[src/hw/rtl/mxae_pkg.sv]
// Shared types, constants and helper functions for the 4x4 matrix arithmetic engine.
// Used by mxae_lane, mxae_merge and matrix4x4_arith_engine_top; depends on nothing else.
`timescale 1ns / 1ps
`default_nettype none

package mxae_pkg;

    localparam int ELEM_WIDTH = 32;
    localparam int FRAC_BITS  = 16;
    localparam int FIELD_W    = 32;
    localparam int DIM        = 4;
    localparam int ROW_W      = $clog2(DIM);
    localparam int CNT_W      = $clog2(DIM + 1);
    localparam int XW         = (ELEM_WIDTH > FIELD_W) ? ELEM_WIDTH : FIELD_W;
    localparam int PROD_W     = 2 * ELEM_WIDTH;
    localparam int ACC_W      = PROD_W + 2;

    typedef logic signed [ELEM_WIDTH-1:0] elem_t;

    localparam elem_t ELEM_MAX = {1'b0, {(ELEM_WIDTH-1){1'b1}}};
    localparam elem_t ELEM_MIN = {1'b1, {(ELEM_WIDTH-1){1'b0}}};

    typedef enum logic [1:0] {
        CMD_ADD   = 2'd0,
        CMD_SUB   = 2'd1,
        CMD_SCALE = 2'd2,
        CMD_MUL   = 2'd3
    } cmd_t;

    typedef enum logic {
        SEQ_LOAD  = 1'b0,
        SEQ_ISSUE = 1'b1
    } seq_state_t;

    typedef struct packed {
        cmd_t                      command;
        logic [1:0]                row_index;
        logic signed [FIELD_W-1:0] left_e0;
        logic signed [FIELD_W-1:0] left_e1;
        logic signed [FIELD_W-1:0] left_e2;
        logic signed [FIELD_W-1:0] left_e3;
        logic signed [FIELD_W-1:0] right_e0;
        logic signed [FIELD_W-1:0] right_e1;
        logic signed [FIELD_W-1:0] right_e2;
        logic signed [FIELD_W-1:0] right_e3;
        logic signed [FIELD_W-1:0] scale_factor;
        logic                      final_row;
    } item_t;

    typedef struct packed {
        logic [1:0]                out_row;
        logic signed [FIELD_W-1:0] out_e0;
        logic signed [FIELD_W-1:0] out_e1;
        logic signed [FIELD_W-1:0] out_e2;
        logic signed [FIELD_W-1:0] out_e3;
        logic                      out_last;
        logic                      out_saturated;
    } result_t;

    // Operands for one lane: for a product a holds a left row and b a right column,
    // otherwise only element 0 of each is used and the rest are zero.
    typedef struct packed {
        logic                valid;
        cmd_t                op;
        elem_t [DIM-1:0]     a;
        elem_t [DIM-1:0]     b;
    } lane_op_t;

    typedef struct packed {
        logic  valid;
        elem_t value;
        logic  clip;
    } lane_res_t;

    // An element is the low ELEM_WIDTH bits of its field.
    function automatic elem_t to_elem(input logic [FIELD_W-1:0] f);
        logic [XW-1:0] t;
        t = XW'(f);
        return t[ELEM_WIDTH-1:0];
    endfunction

    // A result field carries the element bits, zero above ELEM_WIDTH.
    function automatic logic [FIELD_W-1:0] to_field(input elem_t e);
        logic [XW-1:0] t;
        t = XW'($unsigned(e));
        return t[FIELD_W-1:0];
    endfunction

endpackage

`default_nettype wire

[src/hw/rtl/mxae_merge.sv]
// Merging stage: joins the four lane elements into a result row and queues rows for output.
// Depends on mxae_pkg for the lane result and result word types.
`timescale 1ns / 1ps
`default_nettype none

module mxae_merge (
    input  wire logic                 clk,
    input  wire logic                 rst_n,
    input  wire mxae_pkg::lane_res_t  lane_res [mxae_pkg::DIM],
    output logic                      result_valid,
    input  wire logic                 result_stall,
    output mxae_pkg::result_t         result
);
    import mxae_pkg::*;

    result_t            q_reg [DIM];
    logic [ROW_W-1:0]   row_cnt_reg, row_cnt_next;
    logic [ROW_W-1:0]   wr_ptr_reg, wr_ptr_next;
    logic [ROW_W-1:0]   rd_ptr_reg, rd_ptr_next;
    logic [CNT_W-1:0]   count_reg, count_next;
    result_t            row_word;
    logic               push;
    logic               pop;

    assign push = lane_res[0].valid;
    assign pop  = result_valid && !result_stall;

    // Lane rows arrive in order, so a running count gives the row index.
    always_comb
    begin
        row_word.out_row       = row_cnt_reg;
        row_word.out_e0        = to_field(lane_res[0].value);
        row_word.out_e1        = to_field(lane_res[1].value);
        row_word.out_e2        = to_field(lane_res[2].value);
        row_word.out_e3        = to_field(lane_res[3].value);
        row_word.out_last      = (row_cnt_reg == ROW_W'(DIM - 1));
        row_word.out_saturated = lane_res[0].clip | lane_res[1].clip
                               | lane_res[2].clip | lane_res[3].clip;
    end

    always_comb
    begin
        row_cnt_next = push ? row_cnt_reg + 1'b1 : row_cnt_reg;
        wr_ptr_next  = push ? wr_ptr_reg + 1'b1 : wr_ptr_reg;
        rd_ptr_next  = pop ? rd_ptr_reg + 1'b1 : rd_ptr_reg;
        count_next   = count_reg + CNT_W'(push) - CNT_W'(pop);
    end

    always_ff @(posedge clk or negedge rst_n)
    begin
        if (!rst_n)
        begin
            row_cnt_reg <= '0;
            wr_ptr_reg  <= '0;
            rd_ptr_reg  <= '0;
            count_reg   <= '0;
        end
        else
        begin
            row_cnt_reg <= row_cnt_next;
            wr_ptr_reg  <= wr_ptr_next;
            rd_ptr_reg  <= rd_ptr_next;
            count_reg   <= count_next;
        end
    end

    always_ff @(posedge clk)
    begin
        if (push)
        begin
            q_reg[wr_ptr_reg] <= row_word;
        end
    end

    assign result_valid = (count_reg != '0);
    assign result       = q_reg[rd_ptr_reg];

    a_lanes_aligned: assert property (@(posedge clk) disable iff (!rst_n)
        (lane_res[0].valid == lane_res[1].valid) && (lane_res[0].valid == lane_res[2].valid)
        && (lane_res[0].valid == lane_res[3].valid))
        else $error("lane results out of step");

    a_no_overflow: assert property (@(posedge clk) disable iff (!rst_n)
        push |-> ((count_reg < CNT_W'(DIM)) || pop))
        else $error("row pushed into a full output queue");

    a_count_bound: assert property (@(posedge clk) disable iff (!rst_n)
        count_reg <= CNT_W'(DIM))
        else $error("output queue count beyond depth");

endmodule

`default_nettype wire

[config.mk]
export PLATFORM = sky130hd
export DESIGN_NAME = mxae_merge
export DESIGN_NICKNAME = d
export VERILOG_FILES = /design/src/hw/rtl/mxae_pkg.sv /design/src/hw/rtl/mxae_merge.sv
export SDC_FILE = /design/constraint.sdc
export NUM_CORES = 1
export LEC_CHECK = 0
export BUFFER_PORTS_ARGS = -buffer_cell sky130_fd_sc_hd__buf_4
export CAP_MARGIN = 20
export CORE_ASPECT_RATIO = 0.8
export CORE_MARGIN = 2
export CORE_UTILIZATION = 54
export DETAILED_ROUTE_END_ITERATION = 6
export GPL_TIMING_DRIVEN = 0
export PLACE_DENSITY = 0.76
export SLEW_MARGIN = 20
export SYNTH_ARGS = -nofsm -noshare
export SYNTH_HDL_FRONTEND = slang
export SYNTH_SLANG_ARGS = --single-unit
[constraint.sdc]
create_clock -name clk -period 5.9 [get_ports clk]
set_input_delay 0.59 -clock clk [delete_from_list [all_inputs] [get_ports clk]]
set_output_delay 0.59 -clock clk [all_outputs]
set_load 0.01 [all_outputs]
# Word level (Yosys, flattened, before mapping)
# Memory sizes are Yosys's and may differ from the RTL's.
# Cells that the tools add are included.
word_totals:
  regBits: 9
  ramBits: 528
  inputBits: 139
  out_inout_bits: 133
  word_cells: 19
  mem_count: 1
mem_list:
  columns: ["name", "depth", "width", "read_ports", "rd_ports_with_merged_regs", "wr", "line_no", "source"]
  rows:
  - ["q_reg", 4, 132, 1, 0, 1, "mxae_merge.sv:16", "result_t q_reg [DIM];"]
classes:
  addsub: 5
  eq_ne: 1
  muxes: 2
  bitwise: 3
  n_reduce_logical: 3
ops:
  columns: ["operator", "n"]
  rows:
  - ["$add A2 B1 Y2 const B", 3]
  - ["$add A3 B1 Y3", 1]
  - ["$or A1 B1 Y1", 3]
  - ["$reduce_bool A3 Y1", 1]
  - ["$sub A3 B1 Y3", 1]
  - ["$eq A2 B2 Y1 const B", 1]
  - ["$mux W1", 2]
  - ["$logic_and A1 B1 Y1", 1]
  - ["$logic_not A1 Y1", 1]

# Longest topological paths before layout
# Gate-level depths: netlist (run 1).
depth:
  ltp_word: 3
  mapped_depth: 7

# Least setup slack after synthesis (run 1)
# Ideal clock, no wire load.
synth_path:
  path_type: "input to register"
  startpoint: "input lane_res[135] (netlist name)"
  endpoint: "memory q_reg[0][0] (netlist name), enable pin"
  arrival_ps: 3923
  required_ps: 5393
  slack_ps: 1470
  path_stages: 2
  cell_sequence: "clkbuf_1 > and2_1"
synth_between:
  elab_chain_len: 2
synth_lines:
  columns: ["item", "line_no", "source"]
  rows:
  - ["start: declaration", "mxae_merge.sv:9", "input wire mxae_pkg::lane_res_t lane_res [mxae_pkg::DIM],"]
  - ["$mux W1", "mxae_merge.sv:69", "if (push)"]
  - ["$mux W1 (implied by the code)", "mxae_merge.sv:71", "q_reg[wr_ptr_reg] <= row_word;"]
  - ["end: declaration", "mxae_merge.sv:16", null]
# Every way passes these cells.

==> impl_results.md, run 1 <==
- Synth Instances: 732
- Vias in the first global route: between 9k and 10k
- Mapped Nets: 879
- Final wirelength: 37700 um
- Worst Path Class, Setup: reg2out
- CP most frequent cell: buf_2
- Max-slew headroom: 49.7%
- Delay-heaviest family, CP: buffers and inverters
- Htree depth: 2
- Worst-path clk slew: 0.06 ns
- WP data arrival: 2.32 ns
- Final cell count without fillers: 1585
- Critical Path Slowest Stage Cell: buf_2
- Post-synthesis register bit count: between 500 and 600
- Warnings, synthesis: 0
- Clk_skew: 0.0142 ns
- Setup TNS: 0 ns
- Hold WC Path Type: in2reg
- Met1 Use GR: about 28%
- CP Max Fanout: 10
- Die Area: around 38000 sq um
- Clock root buffer: clkbuf_16
- Mapped cell area: a little under 20000 sq um
- Setup repair bufs after CTS: 0
- WL/cell: ~24 um
- Share of cells above drive strength 1: 47.1%
- Worst VDD drop: 0.000294 V
- GRT met2 Usage: 32.9%
- Largest net degree at the start of global routing: 48
- Post-synthesis cell type count: 20
- Fillers: 2159
- CTS tree: yes
- RePlAce Congestion: 0.700
- Max Slew Vio Count: 0
- Initial antenna violation count: 1
- Rows: 62
- Detailed placement HPWL: ~24000 um
- Setup violators final: 0
- Seq/Total Area, Yosys: between 80 and 90%
- Final Util: between 60% and 70%
- Buf/Inv on CP: 4
- Antenna Nets Post-Route: 0
- Upper clock frequency limit: 344 MHz
- GRT overflow: 0
- Final Critical Period: 2.91 ns
- Commonest non-fill, non-tap cell in the layout: edfxtp_1
- Met3 usage: approximately 6.2%
- Overall power: 0.0122 W
- Final Cycle Share: 49.3%
- Boundary pin count: 272
- Avg Cell Area, Syn: 26.7 sq um
- Max Root-Sink Buffers: 3
- Clock Sinks: 537
- Placed Cells: 1492
- First-pass GRT wire length: between 50000 and 60000 um
- Critical Path RT: 5.31 ns
- Crit-path max cell delay: 0.37 ns
- Drt drc: 0
- Total CTS buffers: 50
- Setup WS post-layout: between 2 and 3 ns
- Synth top area share: about four fifths
- Fin nets: between 1k and 1.5k
- Chip width: 217 um
- Max-capacitance violation count: 0
- Pre-CTS WS: 3.48 ns
- Ranking of synthesized cells by area: edfxtp_1 (81%), mux4_2 (15%), dfrtp_1 (1.2%)
- Die height: 174 um
- Critical Path End Type: output pin
- GRT Util Overall: 20.4%
- CP Launch Type: flop
- Starting Density: a little over half
- Drt via density: 5.62
- Port bufs: 268
- Clock Latency Late Sink: 0.56 ns
- Initial drt markers: a little over 700
- Via count: 8909
- RSZ-0062 raised after global routing: no
- Total core area: between 30000 and 40000 sq um
- Drt first pass iters: 5
- Commonest cells after routing, fill and taps aside: edfxtp_1 (528), buf_4 (269), mux4_2 (132)
- Outcome: complete, no violations
- Worst-margin pin slew: 0.754 ns
- Pwr dens: ~510 nW/um^2
- Grt peak-use layer: met2
- Largest area contributor in the netlist: edfxtp_1
- Leakage: between 8 and 9 nW
- Max reg flops: 528
- Area delta synth->final: 23.3%
- Critical Path, Cell by Cell: buf_2 > buf_2 > buf_2 > mux4_2 > buf_4
- Final Hold Fails: 0
-- worst paths after layout --
check | start | slack, ns | depth (start not counted) | endpoint
worst max-delay path | rd_ptr_reg[1] | 2.99 | 5 | result[55]
worst min-delay path | lane_res[9] | 0.22 | 1 | q_reg[0][10]
worst max register to register | count_reg[1] | 3.86 | 7 | count_reg[2]
worst min register to register | wr_ptr_reg[0] | 0.54 | 1 | wr_ptr_reg[0]
max in group asynchronous | rst_n | 5.39 | 2 | rd_ptr_reg[1]
min in group asynchronous | rst_n | 0.37 | 2 | count_reg[1]
-- cell usage after synthesis --
cell type,n
buf_6,8
edfxtp_1,528
xnor2_1,1
and2_1,4
nor3b_1,1
dfrtp_1,9
nand2_1,1
mux4_2,132
ha_1,7
buf_2,16
nor3_1,1
o21ai_0,1
nor2_1,1
mux2_2,1
xor2_1,5
clkbuf_1,6
fa_1,1
inv_1,7
or4_1,1
buf_4,1
-- what timing repair did --
action	in CTS	in global routing
endpoints found under the setup margin	0	0
hold buffers	1	0
gates resized for setup	0	0
hold endpoints to repair	9	0
-- layout make-up --
cell class | instances | area, sq um | share of cell area (%)
flip-flops and latches | 537 | 16100 | 66.8
multi-input cells | 157 | 3210 | 13.4
repair buffers | 281 | 2330 | 9.68
clock buffers | 53 | 1290 | 5.38
well taps | 480 | 601 | 2.50
clock inverters | 38 | 313 | 1.30
plain buffers | 31 | 200 | 0.832
inverters | 7 | 26.3 | 0.109
diodes | 1 | 2.50 | 0.0104
-- per-stage QoR --
step                hold slack (ns)  area [sq um]
floorplan                     0.294         19500
global placement              0.422         22100
detailed placement            0.420         22400
CTS                           0.198         24100
global route                  0.198         24100
finish                        0.224         24100
-- where the power goes --
part	internal (W)	switching [W]
clock network	0.00180	0.00133
logic	0.00195	0.00195
registers	0.00500	0.000165
-- metal layers --
| metal | vias up | wire length [um] |
|---|---|---|
| li1 | 3825 | - |
| met1 | 4683 | 15200 |
| met2 | 348 | 18600 |
| met3 | 53 | 3300 |
| met4 | 0 | 655 |
| met5 | - | 0 |
-- logic make-up (layout without fill, tap and decap cells) --
group / Yosys count / in the layout / synth area share, %
AOI/OAI and AO/OA: 1 / 1 / 0.0256
muxes: 133 / 133 / 15.3
other: 0 / 1 / 0
and+or+nand+nor: 9 / 9 / 0.269
DFF: 537 / 537 / 82.4
xor gates and xnor gates: 6 / 6 / 0.269
buffers and inverters: 38 / 410 / 1.16
adders and majority gates: 8 / 8 / 0.552
Power figures use the tool's default switching activity.
==> run 2: changes to the inputs <==
--- a/config.mk
+++ b/config.mk
@@ -5,6 +5,7 @@
 export SDC_FILE = /design/constraint.sdc
 export NUM_CORES = 1
 export LEC_CHECK = 0
+export ABC_AREA = 1
 export BUFFER_PORTS_ARGS = -buffer_cell sky130_fd_sc_hd__buf_4
 export CAP_MARGIN = 20
 export CORE_ASPECT_RATIO = 0.8
@@ -12,7 +13,7 @@
 export CORE_UTILIZATION = 54
 export DETAILED_ROUTE_END_ITERATION = 6
 export GPL_TIMING_DRIVEN = 0
-export PLACE_DENSITY = 0.76
+export PLACE_DENSITY = 0.75
 export SLEW_MARGIN = 20
 export SYNTH_ARGS = -nofsm -noshare
 export SYNTH_HDL_FRONTEND = slang
==> constraint.sdc (replaced) <==
create_clock -name clk -period 2.9 [get_ports clk]
set_input_delay 0.29 -clock clk [delete_from_list [all_inputs] [get_ports clk]]
set_output_delay 0.29 -clock clk [all_outputs]
set_load 0.01 [all_outputs]
==> run 2 against run 1 <==
Effect of this change:
- first-iteration DRC count is 91% higher
- design area increased by 13%
- die area is 8.6% higher
- non-clock buffer count grew 193
- register-to-register slack lost 3.3 ns
- synthesized cell count grew 140%
- largest power group is now combinational cells
- largest cell class unchanged
- global-route usage increased by 5.3 points
- final cell count increased by 75%
- sequential power up 100%
==> impl_results.md, run 2 <==
- Delay-heaviest family, CP: buffers and inverters (unchanged)
- Most common flop cell mapped by yosys: edfxtp_1 (unchanged)
- Initial antenna violation count: 6 (was 1)
- CTS tree: yes (unchanged)
- Hold WC Path Type: in2reg (unchanged)
- Worst-path clk slew: 0.06 ns (about the same)
- Critical Path RT: 2.61 ns (was 5.31 ns)
- Post-synth top cells: edfxtp_1 (528), nand2_1 (413), nor2_1 (268), o21ai_0 (234), inv_1 (147) (was edfxtp_1 (528), mux4_2 (132), buf_2 (16), dfrtp_1 (9), buf_6 (8))
- Max Slew Vio Count: 0 (unchanged)
- Post-synth ARST share: 1.68% (unchanged)
- Net Sw Frac: 35.8% (was 28.2%)
- Clock Sinks: 537 (unchanged)
- Final wirelength: 52100 um (was 37700 um)
- Fin nets: 2350 (was 1212)
- Clock Latency Late Sink: 0.56 ns (about the same)
- Rows: 64 (was 62)
- Warnings, synthesis: 0 (unchanged)
- CP Max Fanout: 10 (unchanged)
- Total core area: 38500 sq um (was 35800 sq um)
- Clock network fraction of total power: 21.8% (was 25.7%)
- Buf/Inv on CP: 4 (unchanged)
- Cell Int Power: 0.0176 W (was 0.00875 W)
- Drt first pass iters: 5 (unchanged)
- Chip width: 226 um (was 217 um)
- Drt via density: 5.27 (was 5.62)
- Final Util: 70.4% (was 67.3%)
- Fin Hold WS: 0.0374 ns (was 0.224 ns)
- Final Hold Fails: 0 (unchanged)
- Via count: 14.6k (was 8909)
- GRT Util Overall: 25.7% (was 20.4%)
- Mapped cell area: 21200 sq um (was 19500 sq um)
- Worst VDD drop: 0.000653 V (was 0.000294 V)
- Vias in the first global route: 14.8k (was 9389)
- Drt drc: 0 (unchanged)
- Die Area: 40900 sq um (was 37700 sq um)
- Commonest cells after routing, fill and taps aside: edfxtp_1 (528), nand2_1 (409), buf_4 (269) (was edfxtp_1 (528), buf_4 (269), mux4_2 (132))
- Avg Cell Area, Syn: 12.2 sq um (was 26.7 sq um)
- Antenna Nets Post-Route: 0 (unchanged)
- GRT met2 Usage: 44.1% (was 32.9%)
- Setup TNS: 0 ns (unchanged)
- Port bufs: 268 (unchanged)
- Setup violators final: 0 (unchanged)
- Starting Density: 55.1% (was 54.6%)
- Met1 Use GR: 34.0% (was 27.8%)
- GRT overflow: 0 (unchanged)
- Worst-margin pin slew: 0.774 ns (was 0.754 ns)
- Final Critical Period: roughly 2.8 ns
- Largest net degree at the start of global routing: 31 (was 48)
- Detailed placement HPWL: 32000 um (was 24100 um)
- Outcome: complete, no violations (unchanged)
- Max-slew headroom: 48.3% (was 49.7%)
- Met3 usage: 4.47% (was 6.19%)
- Max reg flops: 528 (unchanged)
- Final cell count without fillers: 2772 (was 1585)
- Max Root-Sink Buffers: 3 (unchanged)
- CP Launch Type: flop (unchanged)
- Setup repair bufs after CTS: 0 (unchanged)
- Overall power: 0.0273 W (was 0.0122 W)
- Seq/Total Area, Yosys: 75.7% (was 82.4%)
- Area delta synth->final: 27.7% (was 23.3%)
- Largest area contributor in the netlist: edfxtp_1 (unchanged)
- Leakage: 10.8 nW (was 8.28 nW)
- Htree depth: 2 (unchanged)
- Commonest non-fill, non-tap cell in the layout: edfxtp_1 (unchanged)
- WL/cell: 18.8 um (was 23.8 um)
- Most common cell in the netlist: edfxtp_1 (unchanged)
- Power share of the combinational group: 39.7% (was 32.0%)
- Post-synthesis cell type count: 19 (was 20)
- Boundary pin count: 272 (unchanged)
- WP data arrival: 2.50 ns (was 2.32 ns)
- Critical Path, Cell by Cell: inv_2 > buf_2 > buf_1 > o21ai_1 > nand2_1 > buf_4 (was buf_2 > buf_2 > buf_2 > mux4_2 > buf_4)
- Max-capacitance violation count: 0 (unchanged)
- RePlAce Congestion: 0.759 (was 0.700)
- Crit-path max cell delay: 0.49 ns (was 0.37 ns)
- Reg power frac: 38.5% (was 42.3%)
- Critical Path End Type: output pin (unchanged)
- Clk_skew: 0.0139 ns (was 0.0142 ns)
- Ranking of synthesized cells by area: edfxtp_1 (75%), nand2_1 (7.3%), o21ai_0 (5.5%) (was edfxtp_1 (81%), mux4_2 (15%), dfrtp_1 (1.2%))
- Grt peak-use layer: met2 (unchanged)
- Synth Instances: 1733 (was 732)
- Share of cells above drive strength 1: 18.1% (was 47.1%)
- Synth top area share: 74.7% (was 81.3%)
- Post-synth EDFFs: 528 (unchanged)
- Worst Path Class, Setup: reg2out (unchanged)
- Post-synthesis register bit count: 537 (unchanged)
- Pwr dens: 1010 nW/um^2 (was 507 nW/um^2)
- Mapped Nets: 1880 (was 879)
- First-pass GRT wire length: 80400 um (was 57000 um)
- Placed Cells: 2548 (was 1492)
- Initial drt markers: 1370 (was 719)
- Clock root buffer: clkbuf_16 (unchanged)
- Total CTS buffers: 51 (was 50)
- Critical Path Slowest Stage Cell: buf_1 (was buf_2)
- Net switching power figure: 0.00977 W (was 0.00344 W)
- Upper clock frequency limit: 359 MHz
- Final Cycle Share: between 90% and 100%
- Die height: 181 um (was 174 um)
[run 2: changes by cell type in the layout (fill, tap and decap cells not counted), moves of 15 or more]
cell | previous run | this run
o21ai_1 | 0 | 31
o21ai_0 | 1 | 234
mux4_2 | 132 | 0
buf_12 | 3 | 18
clkbuf_1 | 7 | 56
dlygate4sd3_1 | 1 | 130
buf_6 | 8 | 26
nor2_1 | 1 | 268
inv_1 | 7 | 142
nand2_1 | 1 | 409
[run 2: final cells by class]
class / count / area (sq um)
Inverter: 148 / 571
Sequential cell: 537 / 16100
Clock buffer: 67 / 1380
Buffer: 88 / 566
Antenna cell: 6 / 15.0
Tap cell: 528 / 661
Timing Repair Buffer: 417 / 3710
Multi-Input combinational cell: 960 / 4050
Fill cell: 2514 / 11400
Clock inverter: 21 / 85.1
[run 2: what timing repair did]
item / CTS / global route
endpoints found under the hold margin: 522 / 0
resized for setup: 2 / 4
hold buffers: 130 / 0
endpoints found under the setup margin: 99 / 31
[run 2: logic make-up (layout without fill, tap and decap cells)]
family | after synthesis | after routing | synth area share [%]
compound gates | 265 | 265 | 6.25
xor+xnor | 2 | 2 | 0.0825
other cells | 0 | 6 | 0
simple gates | 684 | 684 | 12.1
fa+ha+maj | 8 | 8 | 0.507
mux | 1 | 1 | 0.0530
flops | 537 | 537 | 75.7
buf+inv | 236 | 741 | 5.25
[run 2: path summary, 6_finish.rpt]
check	startpoint	endpoint	slack [ns]	depth (start not counted)
worst max-delay path	rd_ptr_reg[0]	result[91]	0.11	6
worst min-delay path	result_stall	rd_ptr_reg[1]	0.04	4
worst max register to register	wr_ptr_reg[1]	q_reg[0][72]	0.52	8
worst min register to register	rd_ptr_reg[1]	rd_ptr_reg[1]	0.51	2
max in group asynchronous	rst_n	row_cnt_reg[0]	2.65	2
min in group asynchronous	rst_n	count_reg[2]	0.10	2
[run 2: worst reg2reg max path, delay by kind of cell (launching register included)]
family	cells	cell delay, ns
flops	1	0.41
buf+inv	6	1.41
fa+ha+maj	1	0.18
simple gates	1	0.06
[run 2: metal layers]
layer	share of wire, %	vias up	wire length, um
met3	8.1	75	4230
li1	-	6796	-
met1	40	7077	20900
met4	1.8	0	949
met2	50	668	26000
met5	0	-	0
[run 2: metrics by stage]
| stage | setup slack, ns | cell area [sq um] |
|---|---|---|
| global route | -0.0241 | 27100 |
| finish | 0.111 | 27100 |
| global placement | -1.89 | 23900 |
| CTS | 0.0622 | 27100 |
| floorplan | -0.124 | 21300 |
| detailed placement | 0.285 | 24300 |
[run 2: power by group through the flow]
stage / sequential (W) / clock [W] / combinational, W
global placement: 0.0108 / 0 / 0.0101
CTS: 0.0105 / 0.00603 / 0.0109
finish: 0.0105 / 0.00596 / 0.0109
floorplan: 0.0107 / 0 / 0.00559
global route: 0.0106 / 0.00634 / 0.0119
detailed placement: 0.0107 / 0 / 0.0106
==> run 3: changes to the inputs <==
==> constraint.sdc (replaced) <==
create_clock -name clk -period 2.75 [get_ports clk]
set_input_delay 0.275 -clock clk [delete_from_list [all_inputs] [get_ports clk]]
set_output_delay 0.275 -clock clk [all_outputs]
set_load 0.01 [all_outputs]
==> run 3 against run 2 <==
Effect of this change:
- critical path depth grew 3
- sequential power grew 6%
- non-clock buffer count grew 1
- combinational power grew 6%
- flip-flop and latch count is the same
- critical endpoint is now result[82]
==> impl_results.md, run 3 (synthesis gave the netlist of run 2 again) <==
- Net switching power figure: 0.0103 W (was 0.00977 W)
- Crit-path max cell delay: 0.41 ns (was 0.49 ns)
- Clock root buffer: clkbuf_16 (unchanged)
- Critical Path Slowest Stage Cell: dfrtp_1 (was buf_1)
- Upper clock frequency limit: around 380 MHz
- Final Critical Period: between 2 and 3 ns
- Final Hold Fails: 0 (unchanged)
- Total core area: 38500 sq um (unchanged)
- Worst-path clk slew: 0.06 ns (about the same)
- Boundary pin count: 272 (unchanged)
- Area delta synth->final: 27.9% (was 27.7%)
- Critical Path, Cell by Cell: buf_6 > buf_6 > buf_6 > buf_6 > nand2_1 > o21ai_0 > nand2_1 > nand2_1 > buf_4 (was inv_2 > buf_2 > buf_1 > o21ai_1 > nand2_1 > buf_4)
- Leakage: 10.8 nW (about the same)
- CP Max Fanout: 10 (unchanged)
- Initial antenna violation count: 6 (unchanged)
- GRT Util Overall: 25.7% (about the same)
- Setup violators final: 0 (unchanged)
- Final Cycle Share: 95.6%
- Die height: 181 um (unchanged)
- Final Util: 70.5% (was 70.4%)
- Drt first pass iters: 5 (unchanged)
- Critical Path RT: 2.48 ns (was 2.61 ns)
- Setup repair bufs after CTS: 0 (unchanged)
- Power share of the combinational group: 39.8% (was 39.7%)
- Commonest non-fill, non-tap cell in the layout: edfxtp_1 (unchanged)
- Via count: 14.5k (was 14.6k)
- Worst Path Class, Setup: reg2out (unchanged)
- Clock Latency Late Sink: 0.56 ns (about the same)
- Cell Int Power: 0.0185 W (was 0.0176 W)
- Outcome: complete, no violations (unchanged)
- GRT overflow: 0 (unchanged)
- RSZ-0062 raised after global routing: no
- Htree depth: 2 (unchanged)
- Chip width: 226 um (unchanged)
- Total CTS buffers: 51 (unchanged)
- CTS tree: yes (unchanged)
- Worst-margin pin slew: 0.773 ns (was 0.774 ns)
- Net Sw Frac: 35.7% (was 35.8%)
- Buf/Inv on CP: 5 (was 4)
- Initial drt markers: 1299 (was 1370)
- First-pass GRT wire length: 80400 um (about the same)
- Drt drc: 0 (unchanged)
- Clock Sinks: 537 (unchanged)
- Largest net degree at the start of global routing: 31 (unchanged)
- Clock network fraction of total power: 21.8% (about the same)
- Critical Path End Type: output pin (unchanged)
- CP most frequent cell: buf_6
- Detailed placement HPWL: 32000 um (unchanged)
- Worst VDD drop: 0.000687 V (was 0.000653 V)
- Rows: 64 (unchanged)
- Max-capacitance violation count: 0 (unchanged)
- Vias in the first global route: 14.8k (about the same)
- Max Root-Sink Buffers: 3 (unchanged)
- Hold WC Path Type: in2async (was in2reg)
- Max-slew headroom: 48.3% (about the same)
- Port bufs: 268 (unchanged)
- Delay-heaviest family, CP: buffers and inverters (unchanged)
- RePlAce Congestion: 0.759 (unchanged)
- Overall power: 0.0288 W (was 0.0273 W)
- WP data arrival: 2.35 ns (was 2.50 ns)
- Reg power frac: 38.4% (was 38.5%)
- Clk_skew: 0.0153 ns (was 0.0139 ns)
- Max Slew Vio Count: 0 (unchanged)
- Pwr dens: 1060 nW/um^2 (was 1010 nW/um^2)
- Final wirelength: 51900 um (was 52100 um)
- WL/cell: 18.7 um (was 18.8 um)
- Fin nets: 2351 (was 2350)
- Max reg flops: 528 (unchanged)
- Commonest cells after routing, fill and taps aside: edfxtp_1 (528), nand2_1 (409), nor2_1 (268), buf_4 (268), o21ai_0 (234) (was edfxtp_1 (528), nand2_1 (409), buf_4 (269))
- CP Launch Type: flop (unchanged)
- Starting Density: 55.1% (unchanged)
- Die Area: 40900 sq um (unchanged)
- Drt via density: 5.25 (was 5.27)
- Antenna Nets Post-Route: 0 (unchanged)
- Share of cells above drive strength 1: 18.7% (was 18.1%)
==> run 3: cell types whose count changed in the layout (fill, tap and decap cells not counted), sizes merged <==
cell and change:
dlygate4sd3 +1, clkbuf -1, buf +1
==> run 3: worst paths after layout <==
check / cells past startpoint / slack, ns / startpoint / end
setup / recovery: 9 / 0.12 / rd_ptr_reg[0] / result[82]
hold / removal: 2 / 0.09 / rst_n / count_reg[2]
setup reg to reg: 8 / 0.38 / wr_ptr_reg[1] / q_reg[0][74]
hold reg to reg: 2 / 0.50 / rd_ptr_reg[1] / rd_ptr_reg[1]
max in group asynchronous: 2 / 2.52 / rst_n / row_cnt_reg[0]
min in group clk: 3 / 0.20 / lane_res[102] / q_reg[1][0]
==> run 3: power groups by stage <==
stage | combinational, W | sequential [W] | clock [W]
floorplan | 0.00590 | 0.0113 | 0
global placement | 0.0106 | 0.0114 | 0
detailed placement | 0.0112 | 0.0112 | 0
CTS | 0.0115 | 0.0111 | 0.00636
global route | 0.0126 | 0.0112 | 0.00669
finish | 0.0115 | 0.0111 | 0.00628
==> run 3: final cells by class <==
cell class	count	area (sq um)
well taps	528	661
multi-input cells	960	4050
diodes	6	15.0
flip-flops and latches	537	16100
fillers	2511	11400
inverters	148	571
clock inverters	21	85.1
repair buffers	418	3720
clock buffers	67	1380
plain buffers	88	587
==> run 3: worst reg2reg max path: stages, from the launching register on <==
cell        delay [ns]
dfrtp_1           0.41
inv_1             0.11
ha_2              0.18
nand2_2           0.06
clkinvlp_4        0.38
buf_12            0.26
buf_16            0.19
buf_12            0.24
buf_12            0.23
==> run 3: per-stage QoR <==
stage / setup WS [ns] / TNS, ns / hold slack, ns / std cells / area, sq um
2_1_floorplan: -0.274 / -139.32 / -0.0206 / 1733 / 21300
3_3_place_gp: -2.03 / -1027.45 / 0.102 / 2529 / 23900
3_5_place_dp: 0.150 / 0 / 0.107 / 2548 / 24300
4_1_cts: 0.0175 / 0 / 0.0659 / 2767 / 27100
5_1_grt: 0.00786 / 0 / 0.0925 / 2773 / 27100
6_report: 0.121 / 0 / 0.0912 / 2773 / 27100
==> run 3: what timing repair did <==
item	in CTS	in global routing
resized for setup	7	24
hold buffers	131	0
endpoints found under the hold margin	523	0
setup endpoints to repair	131	60
gates cloned	0	0
==> run 3: routing by layer <==
metal | routed length (um) | vias up | GRT usage [%]
li1 | - | 6796 | -
met1 | 21200 | 7086 | 34.0
met2 | 26000 | 582 | 44.2
met3 | 3730 | 82 | 4.47
met4 | 1000 | 0 | 6.78
met5 | 0 | - | 0
